File: config.mk
export PLATFORM = sky130hd
export DESIGN_NAME = journal_record_deframer
export DESIGN_NICKNAME = d
export VERILOG_FILES = /design/src/rtl/core/jrd_pkg.sv /design/src/rtl/core/journal_record_deframer.sv /design/src/rtl/core/jrd_parser.sv /design/src/rtl/core/jrd_res_queue.sv
export SDC_FILE = /design/constraint.sdc
export NUM_CORES = 2
export LEC_CHECK = 0
export BUFFER_PORTS_ARGS = -buffer_cell sky130_fd_sc_hd__buf_4
export CAP_MARGIN = 20
export CORE_MARGIN = 1
export CORE_UTILIZATION = 56
export DETAILED_ROUTE_END_ITERATION = 6
export GPL_TIMING_DRIVEN = 0
export HOLD_SLACK_MARGIN = 0.08
export PLACE_DENSITY = 0.86
export SYNTH_ARGS = -nofsm -noshare
export SYNTH_HDL_FRONTEND = slang
export SYNTH_SLANG_ARGS = --single-unit
File: constraint.sdc
create_clock -name i_clk -period 5.5 [get_ports i_clk]
set_input_delay 0 -clock i_clk [delete_from_list [all_inputs] [get_ports i_clk]]
set_output_delay 0 -clock i_clk [all_outputs]
set_load 0.01 [all_outputs]
File: src/rtl/core/jrd_pkg.sv
// ----------------------------------------------------------------------------
// jrd_pkg
// Shared types, constants and the CRC-32 byte step for the journal record
// deframer.
// ----------------------------------------------------------------------------
`default_nettype none

package jrd_pkg;

    // Offset counter width (file positions wrap modulo 2^OFFSET_BITS)
    localparam int OFFSET_BITS = 40;
    localparam int OUT_OFF_BITS = 40;

    // Header layout (byte positions inside the 24-byte header)
    localparam logic [4:0] HC_MAGIC_END   = 5'd4;
    localparam logic [4:0] HC_VERSION_END = 5'd7;
    localparam logic [4:0] HC_SEQ_END     = 5'd15;
    localparam logic [4:0] HC_LEN_END     = 5'd19;
    localparam logic [4:0] HC_CRC_END     = 5'd23;

    // CRC-32, reflected
    localparam logic [31:0] CRC_POLY = 32'hEDB8_8320;
    localparam logic [31:0] CRC_INIT = 32'hFFFF_FFFF;

    // Result kinds
    localparam logic KIND_RECORD  = 1'b0;
    localparam logic KIND_SUMMARY = 1'b1;

    // Result queue
    localparam int Q_DEPTH = 4;
    localparam int Q_AW    = $clog2(Q_DEPTH);

    typedef logic [OFFSET_BITS-1:0] t_offset;

    typedef struct packed {
        logic                    kind;
        logic [63:0]             record_sequence;
        logic [31:0]             payload_length;
        logic [OUT_OFF_BITS-1:0] record_offset;
        logic [OUT_OFF_BITS-1:0] valid_bytes;
        logic                    tail_discarded;
        logic                    last_of_run;
    } t_result;

    // Up to two results per input beat, in order
    typedef struct packed {
        logic [1:0] count;
        t_result    first;
        t_result    second;
    } t_emit;

    // Magic "IRJC"
    function automatic logic [7:0] magic_byte(input logic [1:0] idx);
        logic [7:0] b;
        case (idx)
            2'd0:    b = 8'h49;
            2'd1:    b = 8'h52;
            2'd2:    b = 8'h4A;
            default: b = 8'h43;
        endcase
        return b;
    endfunction

    // One byte through the reflected CRC-32
    function automatic logic [31:0] crc_byte(input logic [31:0] crc_in,
                                             input logic [7:0]  data);
        logic [31:0] c;
        c = crc_in ^ {24'd0, data};
        for (int i = 0; i < 8; i++) begin
            c = (c >> 1) ^ (CRC_POLY & {32{c[0]}});
        end
        return c;
    endfunction

    // Offset to report width (zero-extend or truncate)
    function automatic logic [OUT_OFF_BITS-1:0] to_out_off(input t_offset off);
        logic [63:0] w;
        w = 64'(off);
        return w[OUT_OFF_BITS-1:0];
    endfunction

endpackage

`default_nettype wire

File: src/rtl/core/journal_record_deframer.sv
// ----------------------------------------------------------------------------
// journal_record_deframer
// Checks a journal byte stream record by record and reports accepted
// records and an end-of-file summary.
// ----------------------------------------------------------------------------
// A byte is held in the input register until the result queue has room,
// then parsed; its results are written into the result queue for the sink.
// Throughput: one byte per cycle; the input stalls only while the 4-entry
// result queue lacks room for two results, which takes sink stalls.
// Reset (i_rst_n low, synchronous): parse state, offsets and queue clear;
// expected_version returns to 1. No clearing pass.
`default_nettype none

module journal_record_deframer
    import jrd_pkg::*;
(
    input  wire logic                    i_clk,
    input  wire logic                    i_rst_n,
    // byte input channel
    input  wire logic                    i_valid,
    output logic                         o_stall,
    input  wire logic [7:0]              i_data_byte,
    input  wire logic                    i_end_of_file,
    // configuration
    input  wire logic                    i_cfg_we,
    input  wire logic [31:0]             i_cfg_data,
    // result channel
    output logic                         o_valid,
    input  wire logic                    i_stall,
    output logic                         o_kind,
    output logic [63:0]                  o_record_sequence,
    output logic [31:0]                  o_payload_length,
    output logic [OUT_OFF_BITS-1:0]      o_record_offset,
    output logic [OUT_OFF_BITS-1:0]      o_valid_bytes,
    output logic                         o_tail_discarded,
    output logic                         o_last_of_run
);

    logic [31:0] r_exp_version;
    logic        r_in_valid;
    logic [7:0]  r_in_byte;
    logic        r_in_eof;
    logic        accept;
    logic        proc;
    logic        room;
    t_emit       emit;
    t_result     head;

    // Input register handshake
    assign proc    = r_in_valid && room;
    assign o_stall = r_in_valid && !room;
    assign accept  = i_valid && !o_stall;

    always_ff @(posedge i_clk) begin
        if (!i_rst_n) begin
            r_in_valid <= 1'b0;
        end else if (accept) begin
            r_in_valid <= 1'b1;
        end else if (proc) begin
            r_in_valid <= 1'b0;
        end
    end

    always_ff @(posedge i_clk) begin
        if (accept) begin
            r_in_byte <= i_data_byte;
            r_in_eof  <= i_end_of_file;
        end
    end

    // Version register
    always_ff @(posedge i_clk) begin
        if (!i_rst_n) begin
            r_exp_version <= 32'd1;
        end else if (i_cfg_we) begin
            r_exp_version <= i_cfg_data;
        end
    end

    jrd_parser u_parser (
        .i_clk     (i_clk),
        .i_rst_n   (i_rst_n),
        .i_proc    (proc),
        .i_byte    (r_in_byte),
        .i_eof     (r_in_eof),
        .i_version (r_exp_version),
        .o_emit    (emit)
    );

    jrd_res_queue u_queue (
        .i_clk   (i_clk),
        .i_rst_n (i_rst_n),
        .i_emit  (emit),
        .i_stall (i_stall),
        .o_valid (o_valid),
        .o_head  (head),
        .o_room  (room)
    );

    // Result fields
    assign o_kind            = head.kind;
    assign o_record_sequence = head.record_sequence;
    assign o_payload_length  = head.payload_length;
    assign o_record_offset   = head.record_offset;
    assign o_valid_bytes     = head.valid_bytes;
    assign o_tail_discarded  = head.tail_discarded;
    assign o_last_of_run     = head.last_of_run;

endmodule

`default_nettype wire

File: src/rtl/core/jrd_parser.sv
// ----------------------------------------------------------------------------
// jrd_parser
// Record parse state: header assembly and checks, payload CRC, offsets.
// Consumes one registered beat per cycle while i_proc is high and emits up to two results.
// ----------------------------------------------------------------------------
`default_nettype none

module jrd_parser
    import jrd_pkg::*;
(
    input  wire logic        i_clk,
    input  wire logic        i_rst_n,
    input  wire logic        i_proc,
    input  wire logic [7:0]  i_byte,
    input  wire logic        i_eof,
    input  wire logic [31:0] i_version,
    output t_emit            o_emit
);

    localparam logic PH_HEADER  = 1'b0;
    localparam logic PH_PAYLOAD = 1'b1;

    logic        r_phase,     n_phase;
    logic [4:0]  r_hc,        n_hc;
    logic [63:0] r_shift,     n_shift;
    logic [63:0] r_held_seq,  n_held_seq;
    logic [31:0] r_held_len,  n_held_len;
    logic [31:0] r_held_crc,  n_held_crc;
    logic [31:0] r_crc,       n_crc;
    logic [31:0] r_bytes_left, n_bytes_left;
    logic [63:0] r_prev_seq,  n_prev_seq;
    t_offset     r_byte_off,  n_byte_off;
    t_offset     r_start_off, n_start_off;
    logic        r_stopped,   n_stopped;

    logic        rec_hit;
    logic        hc_inc;
    logic        clean;
    t_result     rec;
    t_result     sum;

    // Per-beat parse step
    always_comb begin
        n_phase      = r_phase;
        n_hc         = r_hc;
        n_shift      = r_shift;
        n_held_seq   = r_held_seq;
        n_held_len   = r_held_len;
        n_held_crc   = r_held_crc;
        n_crc        = r_crc;
        n_bytes_left = r_bytes_left;
        n_prev_seq   = r_prev_seq;
        n_start_off  = r_start_off;
        n_stopped    = r_stopped;
        n_byte_off   = r_byte_off + 1'b1;
        rec_hit      = 1'b0;
        hc_inc       = 1'b0;

        if (!r_stopped) begin
            if (r_phase == PH_PAYLOAD && r_bytes_left != 32'd0) begin
                // payload byte: CRC and count down
                n_crc        = crc_byte(r_crc, i_byte);
                n_bytes_left = r_bytes_left - 32'd1;
                if (n_bytes_left == 32'd0) begin
                    if (~n_crc != r_held_crc) begin
                        n_stopped = 1'b1;
                    end else begin
                        rec_hit    = 1'b1;
                        n_prev_seq = r_held_seq;
                        n_phase    = PH_HEADER;
                        n_hc       = 5'd0;
                    end
                end
            end else begin
                // header byte
                if (r_hc == 5'd0) begin
                    n_start_off = r_byte_off;
                end
                n_shift = {i_byte, r_shift[63:8]};
                hc_inc  = 1'b1;
                if (r_hc < HC_MAGIC_END) begin
                    if (i_byte != magic_byte(r_hc[1:0])) begin
                        n_stopped = 1'b1;
                        hc_inc    = 1'b0;
                    end
                end else if (r_hc == HC_VERSION_END) begin
                    if (n_shift[63:32] != i_version) begin
                        n_stopped = 1'b1;
                        hc_inc    = 1'b0;
                    end
                end else if (r_hc == HC_SEQ_END) begin
                    n_held_seq = n_shift;
                end else if (r_hc == HC_LEN_END) begin
                    n_held_len = n_shift[63:32];
                end else if (r_hc == HC_CRC_END) begin
                    hc_inc     = 1'b0;
                    n_held_crc = n_shift[63:32];
                    if (r_held_seq <= r_prev_seq) begin
                        n_stopped = 1'b1;
                    end else if (r_held_len == 32'd0) begin
                        // empty payload: CRC must be zero
                        if (n_shift[63:32] != 32'd0) begin
                            n_stopped = 1'b1;
                        end else begin
                            rec_hit    = 1'b1;
                            n_prev_seq = r_held_seq;
                            n_phase    = PH_HEADER;
                            n_hc       = 5'd0;
                        end
                    end else begin
                        n_phase      = PH_PAYLOAD;
                        n_bytes_left = r_held_len;
                        n_crc        = CRC_INIT;
                        n_hc         = 5'd0;
                    end
                end
                if (hc_inc) begin
                    n_hc = r_hc + 5'd1;
                end
            end
        end

        clean = !n_stopped && n_phase == PH_HEADER && n_hc == 5'd0;

        // results
        rec.kind            = KIND_RECORD;
        rec.record_sequence = r_held_seq;
        rec.payload_length  = r_held_len;
        rec.record_offset   = to_out_off(n_start_off);
        rec.valid_bytes     = '0;
        rec.tail_discarded  = 1'b0;
        rec.last_of_run     = !i_eof;

        sum.kind            = KIND_SUMMARY;
        sum.record_sequence = '0;
        sum.payload_length  = '0;
        sum.record_offset   = '0;
        sum.valid_bytes     = clean ? to_out_off(n_byte_off) : to_out_off(n_start_off);
        sum.tail_discarded  = !clean;
        sum.last_of_run     = 1'b1;

        o_emit.first  = rec_hit ? rec : sum;
        o_emit.second = sum;
        o_emit.count  = i_proc ? ({1'b0, rec_hit} + {1'b0, i_eof}) : 2'd0;

        // end of file: back to the start of a new file
        if (i_eof) begin
            n_phase      = PH_HEADER;
            n_hc         = 5'd0;
            n_shift      = '0;
            n_held_seq   = '0;
            n_held_len   = '0;
            n_held_crc   = '0;
            n_crc        = CRC_INIT;
            n_bytes_left = '0;
            n_prev_seq   = '0;
            n_byte_off   = '0;
            n_start_off  = '0;
            n_stopped    = 1'b0;
        end
    end

    // State registers
    always_ff @(posedge i_clk) begin
        if (!i_rst_n) begin
            r_phase      <= PH_HEADER;
            r_hc         <= 5'd0;
            r_shift      <= '0;
            r_held_seq   <= '0;
            r_held_len   <= '0;
            r_held_crc   <= '0;
            r_crc        <= CRC_INIT;
            r_bytes_left <= '0;
            r_prev_seq   <= '0;
            r_byte_off   <= '0;
            r_start_off  <= '0;
            r_stopped    <= 1'b0;
        end else if (i_proc) begin
            r_phase      <= n_phase;
            r_hc         <= n_hc;
            r_shift      <= n_shift;
            r_held_seq   <= n_held_seq;
            r_held_len   <= n_held_len;
            r_held_crc   <= n_held_crc;
            r_crc        <= n_crc;
            r_bytes_left <= n_bytes_left;
            r_prev_seq   <= n_prev_seq;
            r_byte_off   <= n_byte_off;
            r_start_off  <= n_start_off;
            r_stopped    <= n_stopped;
        end
    end

endmodule

`default_nettype wire

File: src/rtl/core/jrd_res_queue.sv
// ----------------------------------------------------------------------------
// jrd_res_queue
// Small result queue: takes up to two results per cycle, hands out one.
// ----------------------------------------------------------------------------
`default_nettype none

module jrd_res_queue
    import jrd_pkg::*;
(
    input  wire logic i_clk,
    input  wire logic i_rst_n,
    input  t_emit     i_emit,
    input  wire logic i_stall,
    output logic      o_valid,
    output t_result   o_head,
    output logic      o_room
);

    t_result            r_mem [Q_DEPTH];
    logic [Q_AW-1:0]    r_wr_ptr, n_wr_ptr;
    logic [Q_AW-1:0]    r_rd_ptr, n_rd_ptr;
    logic [Q_AW:0]      r_count,  n_count;
    logic               pop;
    logic [Q_AW-1:0]    wr_next;

    assign o_valid = r_count != '0;
    assign o_head  = r_mem[r_rd_ptr];
    // room for a full two-result beat
    assign o_room  = r_count <= (Q_AW + 1)'(Q_DEPTH - 2);
    assign pop     = o_valid && !i_stall;
    assign wr_next = r_wr_ptr + 1'b1;

    // Pointer and fill bookkeeping
    always_comb begin
        n_wr_ptr = r_wr_ptr + Q_AW'(i_emit.count);
        n_rd_ptr = pop ? r_rd_ptr + 1'b1 : r_rd_ptr;
        n_count  = r_count + (Q_AW + 1)'(i_emit.count) - (Q_AW + 1)'(pop);
    end

    always_ff @(posedge i_clk) begin
        if (!i_rst_n) begin
            r_wr_ptr <= '0;
            r_rd_ptr <= '0;
            r_count  <= '0;
        end else begin
            r_wr_ptr <= n_wr_ptr;
            r_rd_ptr <= n_rd_ptr;
            r_count  <= n_count;
        end
    end

    // Entry writes
    always_ff @(posedge i_clk) begin
        if (i_emit.count != 2'd0) begin
            r_mem[r_wr_ptr] <= i_emit.first;
        end
        if (i_emit.count == 2'd2) begin
            r_mem[wr_next] <= i_emit.second;
        end
    end

endmodule

`default_nettype wire

==> impl_metrics.yaml <==
synthesis:
  synth_top_area_share_pct: 38.1
  synth_top_family_by_area: "compound AO/OA/AOI/OAI gates"
  syn_inst: 5150
  synth_edf_count: 173
  ys_types: 85
  synthSimpleGateAreaFrac_pct: 15.1
  synth_ff_type: "dfxtp_1"
  synthArstFlopShare_pct: 0
  synth_fp_nets: 5275
  syn_area_um2: 52200
  ys_top_cells_by_count: "dfxtp_1, nand2_1, a22o_1, clkbuf_1, a21boi_0"
  ys_seq_area_share_pct: 48.0
  synth_xor_xnor_area_share_pct: 3.72
  synth.area.mux_share_pct: 8.79
  synthAdderAreaFrac_pct: 1.91
  yosys_warnings: 0
  syn_area_per_cell_um2: 10.1
  synth-compound-area-share_pct: 18.7
  synth.most_common_cell: "dfxtp_1"
  synth_top_area_cell: "dfxtp_1"
  synth_area_leaders: "dfxtp_1, edfxtp_1, mux4_2"
  ys_ff_latch: 1166
clocking:
  ctsRootBufferMaster: "clkbuf_16"
  clk_pin_slew_worst_paths_ps: 70
  htree_levels: 3
  cts.sinks: 1166
  clk_latency_ps: 750
  cts_tree: "built"
  cts_buffer_depth: 3
  cts_buffers: 115
drt:
  top_layer_used: "met5"
  vias: 45756
  met2_length_um: 81000
  wl_met1_um: 66500
  drt_iter0_drc: 6303
  drt-vias-per-instance: 6.59
  wl_um: 182000
  drtAntennaViolNets: 0
  drcViolationCount: 0
  dr.pass1.iters: 7
  wl_met3_um: 23600
  wl_per_cell_um: 26.1
sta:
  clock_skew_ps: 38.1
  setup_viol: 30
  slew_headroom_pct: 16.2
  fin_crit_ps: 5540
  period_share_pct: 101
  fin_hold_ws_ps: 103
  hold_viol: 0
  worst_pin_slew_ps: 1240
  fmax_ghz: 0.180
  drv_slew: 0
  setup_ws_ps: -42.7
critical_path:
  cp_slowest_cell: "edfxtp_1"
  cp-start-kind: "flip-flop"
  cp_cell_sequence: "xnor2_2 > buf_2 > xnor2_1 > xor3_1 > xnor2_1 > nand4_1 > nor3_1 > nand3_2 > a21oi_4 > buf_12 > ha_4 > nor2_1 > o21ai_0 > nand2_1 > nand2_1 > clkbuf_4 > clkbuf_1 > a22o_1"
  cp-end-kind: "flip-flop"
  cpLargestDelayFamily: "buffers and inverters"
  worstSetupPathType: "reg2reg"
  arrival_ps: 6200
  cp.depth: 18
  path_buf_inv: 4
  cp.required_ps: 6160
  reg2reg_depth: 18
  crit_path_max_fanout: 12
  max_stage_delay_ps: 570
global_route:
  grt_max_degree: 34
  grt_pass1_wl_um: 267000
  grt_usage_pct: 37.0
  antenna_found_initial: 6
  gr-total-overflow: 0
  grt_pass1_vias: 43858
layout:
  seqCellArea_um2: 25100
  layout.nets: 5719
  multiInputGateArea_um2: 25500
  syn2layout_area_growth_pct: 17.4
  nFillCells: 6619
  drive_above_1_share_pct: 14.4
power_and_ir_drop:
  ir_drop_uv: 284
  leakage_uw: 0.0216
  power_uw: 20400
  powerDensity_nw_per_um2: 333
status:
  violations: "setup timing"
  status: "finished with violations"
hold_path:
  hp-class: "in2reg"
  hold_depth: 4
die:
  fp.coreArea_um2: 92100
  rows: 111
  die-area_um2: 94500
  initial_core_util_pct: 56.7
  die_height_um: 307
  dieWidth_um: 307
  pin_count: 227
run:
  cap_violations: 0
place:
  port_buffers: 224
  place_congestion: 1.00
  dp_hpwl_um: 123000
stage by stage:
| stage | setup WS, ps | TNS [ps] | utilization (%) | std cells | area (um2) |
|---|---|---|---|---|---|
| finish | -42.7 | -524 | 66.6 | 6944 | 61300 |
| global route | -117 | -5930 | 66.6 | 6939 | 61300 |
| CTS | 12.6 | 0 | 66.2 | 6925 | 61000 |
| detailed placement | -2670 | -1608000 | 60.6 | 6634 | 55800 |
| global placement | -3070 | -1992310 | 60.3 | 6617 | 55500 |
| floorplan | 5.43 | 0 | - | 5150 | 52300 |
layout make-up:
cell class | instances | area share (%)
buffer | 401 | 2.88
sequential | 1166 | 40.9
tap | 1243 | 2.54
clock inverter | 69 | 1.45
timing repair buffer | 335 | 4.70
inverter | 93 | 0.596
multi-input combinational | 3482 | 41.6
antenna | 7 | 0.0286
clock buffer | 148 | 5.26
registers in the layout, indices dropped and copies added, names as in the netlist, 3 cells and up, named ones only:
| name | count |
|---|---|
| r_exp_version | 32 |
| u_parser.r_held_seq | 64 |
| u_parser.r_bytes_left | 32 |
| u_parser.r_held_len | 32 |
| u_parser.r_crc | 32 |
| u_parser.r_shift | 56 |
| u_queue.r_count | 3 |
| u_parser.r_prev_seq | 64 |
| u_parser.r_hc | 5 |
| u_queue.r_mem | 716 |
| r_in_byte | 8 |
| u_parser.r_byte_off | 40 |
| u_parser.r_start_off | 40 |
| u_parser.r_held_crc | 32 |
worst reg2reg max path, stage by stage, from the launching register on:
cell	delay (ps)
edfxtp_1	570
xnor2_2	340
buf_2	380
xnor2_1	260
xor3_1	530
xnor2_1	370
nand4_1	200
nor3_1	270
nand3_2	120
a21oi_4	220
buf_12	140
ha_4	230
nor2_1	90
o21ai_0	250
nand2_1	110
nand2_1	120
clkbuf_4	470
clkbuf_1	530
a22o_1	260
power breakdown:
part / switching [uW] / leakage, uW / internal (uW)
Sequential: 85.5 / 0.00943 / 8720
Clock: 3690 / 0.00200 / 4860
Combinational: 1890 / 0.0102 / 1180
Total: 5670 / 0.0216 / 14800
routing by layer:
metal | vias up | track usage, %
met3 | 655 | 9.70
li1 | 19628 | -
met2 | 3316 | 57.4
met5 | - | 0
met1 | 22155 | 48.0
met4 | 2 | 18.4
kinds of logic after synthesis:
family | count (synthesis)
fa+ha+maj | 79
flops | 1166
compound gates | 1411
buf+inv | 502
simple gates | 1586
xor+xnor | 172
mux | 234
placed cells by master (no fill, tap or decap), types with 18 or more instances in the layout:
cell type | Yosys | routed
or3_1 | 19 | 19
xnor2_1 | 96 | 94
nand4b_1 | 64 | 64
dlygate4sd3_1 | 0 | 68
nor2b_1 | 185 | 185
and3_1 | 24 | 24
inv_1 | 93 | 89
clkbuf_2 | 0 | 36
a22o_1 | 408 | 408
buf_1 | 36 | 35
a22oi_1 | 56 | 56
edfxtp_1 | 173 | 173
o21ai_1 | 72 | 72
nand2b_1 | 18 | 18
buf_2 | 38 | 23
mux4_2 | 179 | 179
nand2_1 | 714 | 707
o21ai_0 | 256 | 256
nor3_1 | 60 | 56
and2_1 | 107 | 107
dfxtp_1 | 993 | 992
nor4_1 | 47 | 42
o211ai_1 | 27 | 27
nor2_1 | 164 | 159
ha_1 | 78 | 77
mux2i_1 | 48 | 47
nand4_1 | 47 | 47
buf_4 | 2 | 259
xor2_1 | 44 | 43
clkbuf_1 | 333 | 289
clkbuf_16 | 0 | 123
clkinv_2 | 0 | 22
a21boi_0 | 272 | 272
a21oi_1 | 220 | 219
nand3_1 | 62 | 59
final timing paths:
check	startpoint	endpoint	slack [ps]
max	r_in_byte[4]	u_queue.r_mem[0][124]	-40
min	i_cfg_data[18]	r_exp_version[18]	100
max reg2reg	r_in_byte[4]	u_queue.r_mem[0][124]	-40
min reg2reg	u_queue.r_mem[1][48]	u_queue.r_mem[1][48]	450
timing repair:
action / CTS / global route
hold endpoints to repair: 96 / 0
buffers inserted: 9 / 12
gates cloned: 0 / 2
resized for setup: 84 / 84
hold buffers: 68 / 0
pin swaps: 5 / 3
endpoints found under the setup margin: 885 / 861
No activity file was read; power rests on OpenSTA's default activity.
